### src/sv/lcabl_pkg.sv
// ----------------------------------------------------------------------------
// lcabl_pkg
// Types, constants and control groups of the binary-lifting LCA engine.
// ----------------------------------------------------------------------------
package lcabl_pkg;

  localparam int NODE_W     = 10;
  localparam int DEPTH_W    = 10;
  localparam int LVL_W      = 4;
  localparam int NODES_DEF  = 1024;
  localparam int LEVELS_DEF = 10;

  typedef logic [NODE_W-1:0]  node_t;
  typedef logic [DEPTH_W-1:0] depth_t;
  typedef logic [LVL_W-1:0]   lvl_t;

  localparam depth_t DEPTH_MAX = depth_t'(1023);

  // Transaction function codes
  localparam logic FUNC_LOAD  = 1'b0;
  localparam logic FUNC_QUERY = 1'b1;

  // Ancestor store write and read requests
  typedef struct packed {
    logic  en;
    node_t node;
    lvl_t  lvl;
    node_t data;
  } anc_wr_t;

  typedef struct packed {
    node_t node;
    lvl_t  lvl;
  } anc_rd_t;

  // Depth store write request
  typedef struct packed {
    logic   en;
    node_t  node;
    depth_t data;
  } dep_wr_t;

  typedef enum logic [3:0] {
    ST_IDLE,
    ST_LD_WALK,
    ST_Q_ORD,
    ST_Q_UP,
    ST_Q_CMP,
    ST_Q_EQ,
    ST_Q_LIFT,
    ST_Q_PAR,
    ST_Q_OUT
  } state_t;

endpackage

### src/sv/lcabl_seq.sv
// ----------------------------------------------------------------------------
// lcabl_seq
// Sequencer of the LCA engine: walks the ancestor levels of a load, lifts
// the two nodes of a query, and holds the result in an output register.
// ----------------------------------------------------------------------------
module lcabl_seq import lcabl_pkg::*; #(
  parameter int NODES  = NODES_DEF,
  parameter int LEVELS = LEVELS_DEF
) (
  input  logic    clk,
  input  logic    rst_n,
  input  logic    in_valid,
  output logic    in_ready,
  input  logic    in_func,
  input  node_t   in_node_a,
  input  node_t   in_node_b,
  output logic    out_valid,
  input  logic    out_ready,
  output node_t   out_lca_node,
  output depth_t  out_lca_depth,
  output anc_wr_t anc_wr,
  output anc_rd_t anc_rd_a,
  output anc_rd_t anc_rd_b,
  input  node_t   anc_q_a,
  input  node_t   anc_q_b,
  output dep_wr_t dep_wr,
  output node_t   dep_rd_a,
  output node_t   dep_rd_b,
  input  depth_t  dep_q_a,
  input  depth_t  dep_q_b
);

  localparam logic [31:0] NODES_U   = 32'(NODES);
  localparam lvl_t        LAST_LVL  = lvl_t'(LEVELS - 1);
  localparam logic        MULTI_LVL = (LEVELS > 1);

  state_t state_r, state_nxt;
  node_t  x_r, x_nxt;
  node_t  y_r, y_nxt;
  node_t  up_r, up_nxt;
  node_t  l_r, l_nxt;
  depth_t dy_r, dy_nxt;
  lvl_t   lvl_r, lvl_nxt;
  logic   out_valid_r, out_valid_nxt;
  node_t  out_node_r, out_node_nxt;
  depth_t out_depth_r, out_depth_nxt;

  node_t  a_cl;
  node_t  b_cl;
  logic   in_acc;
  logic   push_ok;
  logic   swap;
  node_t  xn;
  node_t  yn;

  // Treat out-of-range node numbers as the sentinel
  assign a_cl = (32'(in_node_a) < NODES_U) ? in_node_a : '0;
  assign b_cl = (32'(in_node_b) < NODES_U) ? in_node_b : '0;

  assign in_ready      = (state_r == ST_IDLE);
  assign in_acc        = in_valid && in_ready;
  assign push_ok       = !out_valid_r || out_ready;
  assign out_valid     = out_valid_r;
  assign out_lca_node  = out_node_r;
  assign out_lca_depth = out_depth_r;

  // Advance state and hold working registers
  always_ff @(posedge clk) begin
    if (!rst_n) begin
      state_r     <= ST_IDLE;
      out_valid_r <= 1'b0;
    end else begin
      state_r     <= state_nxt;
      out_valid_r <= out_valid_nxt;
    end
    x_r         <= x_nxt;
    y_r         <= y_nxt;
    up_r        <= up_nxt;
    l_r         <= l_nxt;
    dy_r        <= dy_nxt;
    lvl_r       <= lvl_nxt;
    out_node_r  <= out_node_nxt;
    out_depth_r <= out_depth_nxt;
  end

  // Next state, memory requests and result push
  always_comb begin
    state_nxt     = state_r;
    x_nxt         = x_r;
    y_nxt         = y_r;
    up_nxt        = up_r;
    l_nxt         = l_r;
    dy_nxt        = dy_r;
    lvl_nxt       = lvl_r;
    out_node_nxt  = out_node_r;
    out_depth_nxt = out_depth_r;
    out_valid_nxt = out_valid_r && !out_ready;
    anc_wr        = '0;
    anc_rd_a      = '{node: x_r, lvl: lvl_r};
    anc_rd_b      = '{node: y_r, lvl: lvl_r};
    dep_wr        = '0;
    dep_rd_a      = x_r;
    dep_rd_b      = y_r;
    swap          = 1'b0;
    xn            = x_r;
    yn            = y_r;

    case (state_r)
      ST_IDLE: begin
        if (in_acc && (in_func == FUNC_QUERY)) begin
          dep_rd_a  = a_cl;
          dep_rd_b  = b_cl;
          x_nxt     = a_cl;
          y_nxt     = b_cl;
          state_nxt = ST_Q_ORD;
        end else if (in_acc && (a_cl != '0)) begin
          // Write level 0, start the walk from the parent
          anc_wr    = '{en: 1'b1, node: a_cl, lvl: '0, data: b_cl};
          anc_rd_a  = '{node: b_cl, lvl: '0};
          dep_rd_a  = b_cl;
          x_nxt     = a_cl;
          lvl_nxt   = lvl_t'(1);
          state_nxt = ST_LD_WALK;
        end
      end

      ST_LD_WALK: begin
        if (lvl_r == lvl_t'(1)) begin
          dep_wr = '{en: 1'b1, node: x_r,
                     data: (dep_q_a == DEPTH_MAX) ? DEPTH_MAX : dep_q_a + depth_t'(1)};
        end
        if (MULTI_LVL) begin
          anc_wr   = '{en: 1'b1, node: x_r, lvl: lvl_r, data: anc_q_a};
          anc_rd_a = '{node: anc_q_a, lvl: lvl_r};
        end
        if (lvl_r >= LAST_LVL) begin
          state_nxt = ST_IDLE;
        end else begin
          lvl_nxt = lvl_r + lvl_t'(1);
        end
      end

      ST_Q_ORD: begin
        // Make x the deeper node
        swap      = (dep_q_a < dep_q_b);
        xn        = swap ? y_r : x_r;
        yn        = swap ? x_r : y_r;
        x_nxt     = xn;
        y_nxt     = yn;
        dy_nxt    = swap ? dep_q_a : dep_q_b;
        anc_rd_a  = '{node: xn, lvl: LAST_LVL};
        lvl_nxt   = LAST_LVL;
        state_nxt = ST_Q_UP;
      end

      ST_Q_UP: begin
        up_nxt    = anc_q_a;
        dep_rd_a  = anc_q_a;
        state_nxt = ST_Q_CMP;
      end

      ST_Q_CMP: begin
        // Lift x while it stays at or below the depth of y
        xn    = (dep_q_a >= dy_r) ? up_r : x_r;
        x_nxt = xn;
        if (lvl_r == '0) begin
          state_nxt = ST_Q_EQ;
        end else begin
          lvl_nxt   = lvl_r - lvl_t'(1);
          anc_rd_a  = '{node: xn, lvl: lvl_r - lvl_t'(1)};
          state_nxt = ST_Q_UP;
        end
      end

      ST_Q_EQ: begin
        if (x_r == y_r) begin
          l_nxt     = x_r;
          dep_rd_a  = x_r;
          state_nxt = ST_Q_OUT;
        end else begin
          anc_rd_a  = '{node: x_r, lvl: LAST_LVL};
          anc_rd_b  = '{node: y_r, lvl: LAST_LVL};
          lvl_nxt   = LAST_LVL;
          state_nxt = ST_Q_LIFT;
        end
      end

      ST_Q_LIFT: begin
        // Lift both while their ancestors differ
        if (anc_q_a != anc_q_b) begin
          xn = anc_q_a;
          yn = anc_q_b;
        end
        x_nxt = xn;
        y_nxt = yn;
        if (lvl_r == '0) begin
          anc_rd_a  = '{node: xn, lvl: '0};
          state_nxt = ST_Q_PAR;
        end else begin
          lvl_nxt   = lvl_r - lvl_t'(1);
          anc_rd_a  = '{node: xn, lvl: lvl_r - lvl_t'(1)};
          anc_rd_b  = '{node: yn, lvl: lvl_r - lvl_t'(1)};
        end
      end

      ST_Q_PAR: begin
        l_nxt     = anc_q_a;
        dep_rd_a  = anc_q_a;
        state_nxt = ST_Q_OUT;
      end

      ST_Q_OUT: begin
        // Keep the depth read addressed until the output register frees up
        dep_rd_a = l_r;
        if (push_ok) begin
          out_valid_nxt = 1'b1;
          out_node_nxt  = l_r;
          out_depth_nxt = dep_q_a;
          state_nxt     = ST_IDLE;
        end
      end

      default: begin
        state_nxt = ST_IDLE;
      end
    endcase
  end

endmodule

### config.mk
export PLATFORM = sky130hd
export DESIGN_NAME = lcabl_seq
export DESIGN_NICKNAME = d
export VERILOG_FILES = /design/src/sv/lcabl_pkg.sv /design/src/sv/lcabl_seq.sv
export SDC_FILE = /design/constraint.sdc
export NUM_CORES = 1
export LEC_CHECK = 0
export BUFFER_PORTS_ARGS = -buffer_cell sky130_fd_sc_hd__clkbuf_2
export CAP_MARGIN = 10
export CORE_MARGIN = 3
export CORE_UTILIZATION = 46
export DETAILED_ROUTE_END_ITERATION = 7
export GPL_ROUTABILITY_DRIVEN = 1
export PLACE_DENSITY = 0.71
export SYNTH_ARGS = -nofsm -noshare
export SYNTH_HDL_FRONTEND = slang
export SYNTH_SLANG_ARGS = --single-unit
### constraint.sdc
create_clock -name clk -period 2.9 [get_ports clk]
set_input_delay 0.58 -clock clk [delete_from_list [all_inputs] [get_ports clk]]
set_output_delay 0.58 -clock clk [all_outputs]
set_load 0.05 [all_outputs]
==> flow_metrics.env <==
export IMPL_placedInstanceArea_sq_um=9270
export IMPL_min_period_ns=3.33
export IMPL_postSynth_asyncResetShare_pct=0
export IMPL_io_buffers=180
export IMPL_outcome="finished with violations"
export IMPL_worstPathRequired_ns=2.32
export IMPL_power_leakage_nw=4.50
export IMPL_grt_pass1_wl_mm=41.6
export IMPL_tightestPinTransition_ns=0.951
export IMPL_dr_pass1_iters=8
export IMPL_min_from="l_r[3]"
export IMPL_slew_headroom_pct=36.2
export IMPL_final_util_pct=76.2
export IMPL_drt_iter0_drc=949
export IMPL_dp_hpwl_mm=20.1
export IMPL_crit_fanout=5
export IMPL_antenna_found_initial=0
export IMPL_fmax_mhz=301
export IMPL_power_density_nw_per_um2=1090
export IMPL_yosys_warnings=0
export IMPL_hold_depth=0
export IMPL_layout_setup_ws_ns=-0.427
export IMPL_syn_nets=802
export IMPL_fin_cells=1177
export IMPL_maxSlewViolCount=0
export IMPL_synth_seq_cells=79
export IMPL_post_drt_wl_per_cell_um=23.6
export IMPL_clk_latency_ns=0.36
export IMPL_vias_per_cell=6.33
export IMPL_clock_sinks=79
export IMPL_synth_edf_count=74
export IMPL_drc=0
export IMPL_vias=7450
export IMPL_r2r_start="y_r[8]"
export IMPL_finalHoldViolCount=0
export IMPL_rrSetupSlack_ns=0.13
export IMPL_cts_max_path_buffers=2
export IMPL_rsz0062_at_grt="true"
export IMPL_end_kind="output pin"
export IMPL_finish_net_count=1081
export IMPL_synth_cells=713
export IMPL_coreArea_sq_um=14000
export IMPL_peakVddDrop_mv=0.959
export IMPL_cts_root_buf="clkbuf_16"
export IMPL_path_class="reg2out"
export IMPL_antenna_cells=0
export IMPL_finalCritPeriodShare_pct=115
export IMPL_setup_viol=44
export IMPL_grt_util_all_layers_pct=33.4
export IMPL_syn_cell_area_sq_um=6620
export IMPL_htreeDepth=3
export IMPL_rr_worst_depth=9
export IMPL_dp_slack_ns=-0.440
export IMPL_layout_drive_gt1_share_pct=50.6
export IMPL_cts_tree="done"
export IMPL_min_path_type="reg2reg"
export IMPL_rows=43
export IMPL_die_x_um=126
export IMPL_yosysSeqAreaShare_pct=35.1
export IMPL_grt_max_degree=32
export IMPL_pin_count=181
export IMPL_syn2layout_area_growth_pct=60.9
export IMPL_antenna_left=0
export IMPL_finalWirelength_mm=27.8
export IMPL_cp_arrival_ns=2.75
export IMPL_ys_flop_type="edfxtp_1"
export IMPL_ys_types=59
export IMPL_cts_hold_buf=0
export IMPL_gp_congestion=0.972
export IMPL_overflow=0
export IMPL_r2r_end="lvl_r[3]"
export IMPL_final_cell_mix="buf_4 (125), clkbuf_2 (100), nand2_1 (81)"
export IMPL_syn_avg_cell_area_sq_um=9.29
export IMPL_die_h_um=126
export IMPL_grt_pass1_vias=7132
export IMPL_start_util_pct=47.3
export IMPL_path_clk_slew_ns=0.07
export IMPL_placed_cells=1128
export IMPL_hold_path_end="out_lca_node[3]"
export IMPL_drv_cap=0
export IMPL_final_common_cell="buf_4"
export IMPL_cp_start_kind="flop"
export IMPL_violations="setup timing"
export IMPL_finClkSkew_ns=0.0122
export IMPL_tns_ns=-8.22
export IMPL_design_die_area_sq_um=15900
export IMPL_final_area_sq_um=10700
export IMPL_numCtsBuffers=9
kinds of logic (layout without fill, tap and decap cells):
| logic type | after synthesis | in the layout | synth area share, % |
|---|---|---|---|
| mux | 72 | 72 | 11.7 |
| xor+xnor | 28 | 28 | 3.70 |
| simple gates | 210 | 210 | 15.2 |
| compound gates | 214 | 214 | 23.9 |
| buf+inv | 86 | 370 | 5.86 |
| flops | 79 | 79 | 35.1 |
| fa+ha+maj | 24 | 24 | 4.53 |
layer usage:
metal  track usage (%)  share of wire, %  wire, um  vias up
met5                 0                 0         0        -
met1              47.2                39     10900     3527
met4              11.2               3.7      1030        0
met2              50.9                45     12600      596
li1                  -                 -         -     3231
met3              7.29                12      3280       96
power breakdown:
part           switching, W  total, W  internal, W
combinational       0.00515   0.00859      0.00344
clock              0.000545   0.00122     0.000679
sequential         0.000171   0.00177      0.00159
layout make-up:
class                   instances  area (sq um)
repair buffers                324          3000
well taps                     180           225
fillers                       889          3330
multi-input cells             548          4690
clock buffers                   9           225
clock inverters                 7          80.1
inverters                      30           115
flip-flops and latches         79          2320
state kept, by name (all words and copies together) (netlist names):
| signal | cells |
|---|---|
| state_r | 4 |
| x_r | 10 |
| lvl_r | 4 |
| dy_r | 10 |
| out_lca_depth | 10 |
| l_r | 10 |
| y_r | 10 |
| out_lca_node | 10 |
| up_r | 10 |
| out_valid | 1 |
stage by stage:
step           total power, W  hold WS (ns)
2_1_floorplan         0.00646         0.427
3_3_place_gp          0.00898         0.435
3_5_place_dp          0.00906         0.445
4_1_cts                0.0111         0.459
5_1_grt                0.0119         0.469
6_report               0.0116         0.461
synth_stat cells (14+ instances only):
master	instances	area [sq um]
nor2_1	42	158
xnor2_1	14	123
a21oi_1	38	190
o211a_1	20	200
edfxtp_1	74	2220
and2_1	15	93.8
buf_2	22	110
ha_1	24	300
mux2i_1	31	310
nand2_1	82	308
nand4_1	15	93.8
inv_1	29	109
o21ai_0	31	155
a22o_1	29	254
mux2_2	41	462
clkbuf_1	24	90.1
xor2_1	14	123
worst max-delay path by stage:
stage / from / end / slack [ns] / cells after the start
after floorplan: in_node_a[5] / dep_rd_a[9] / -0.10 / 6
after global placement: in_node_a[5] / anc_rd_a[5] / -0.38 / 8
after detailed placement: dep_q_a[4] / anc_rd_a[5] / -0.44 / 10
after CTS: dy_r[9] / anc_rd_a[5] / -0.34 / 10
after global routing: dy_r[9] / anc_rd_a[4] / -0.45 / 11
final: dy_r[9] / anc_rd_a[4] / -0.43 / 11
timing repair:
action | CTS | global route
setup buffers | 24 | 13
pin swaps | 41 | 31
gates resized for setup | 115 | 96
gates cloned | 2 | 0
setup endpoints to repair | 77 | 64
hold endpoints to repair | 0 | 0
worst max-delay path, cell delays in order (launching register included):
cell	delay, ns
edfxtp_1	0.39
inv_2	0.10
ha_4	0.21
buf_4	0.14
a21oi_1	0.19
o21ai_2	0.12
a221oi_4	0.27
buf_6	0.22
mux2i_2	0.26
o211a_1	0.23
a21oi_4	0.08
clkbuf_8	0.18
Power figures use the tool's default switching activity.
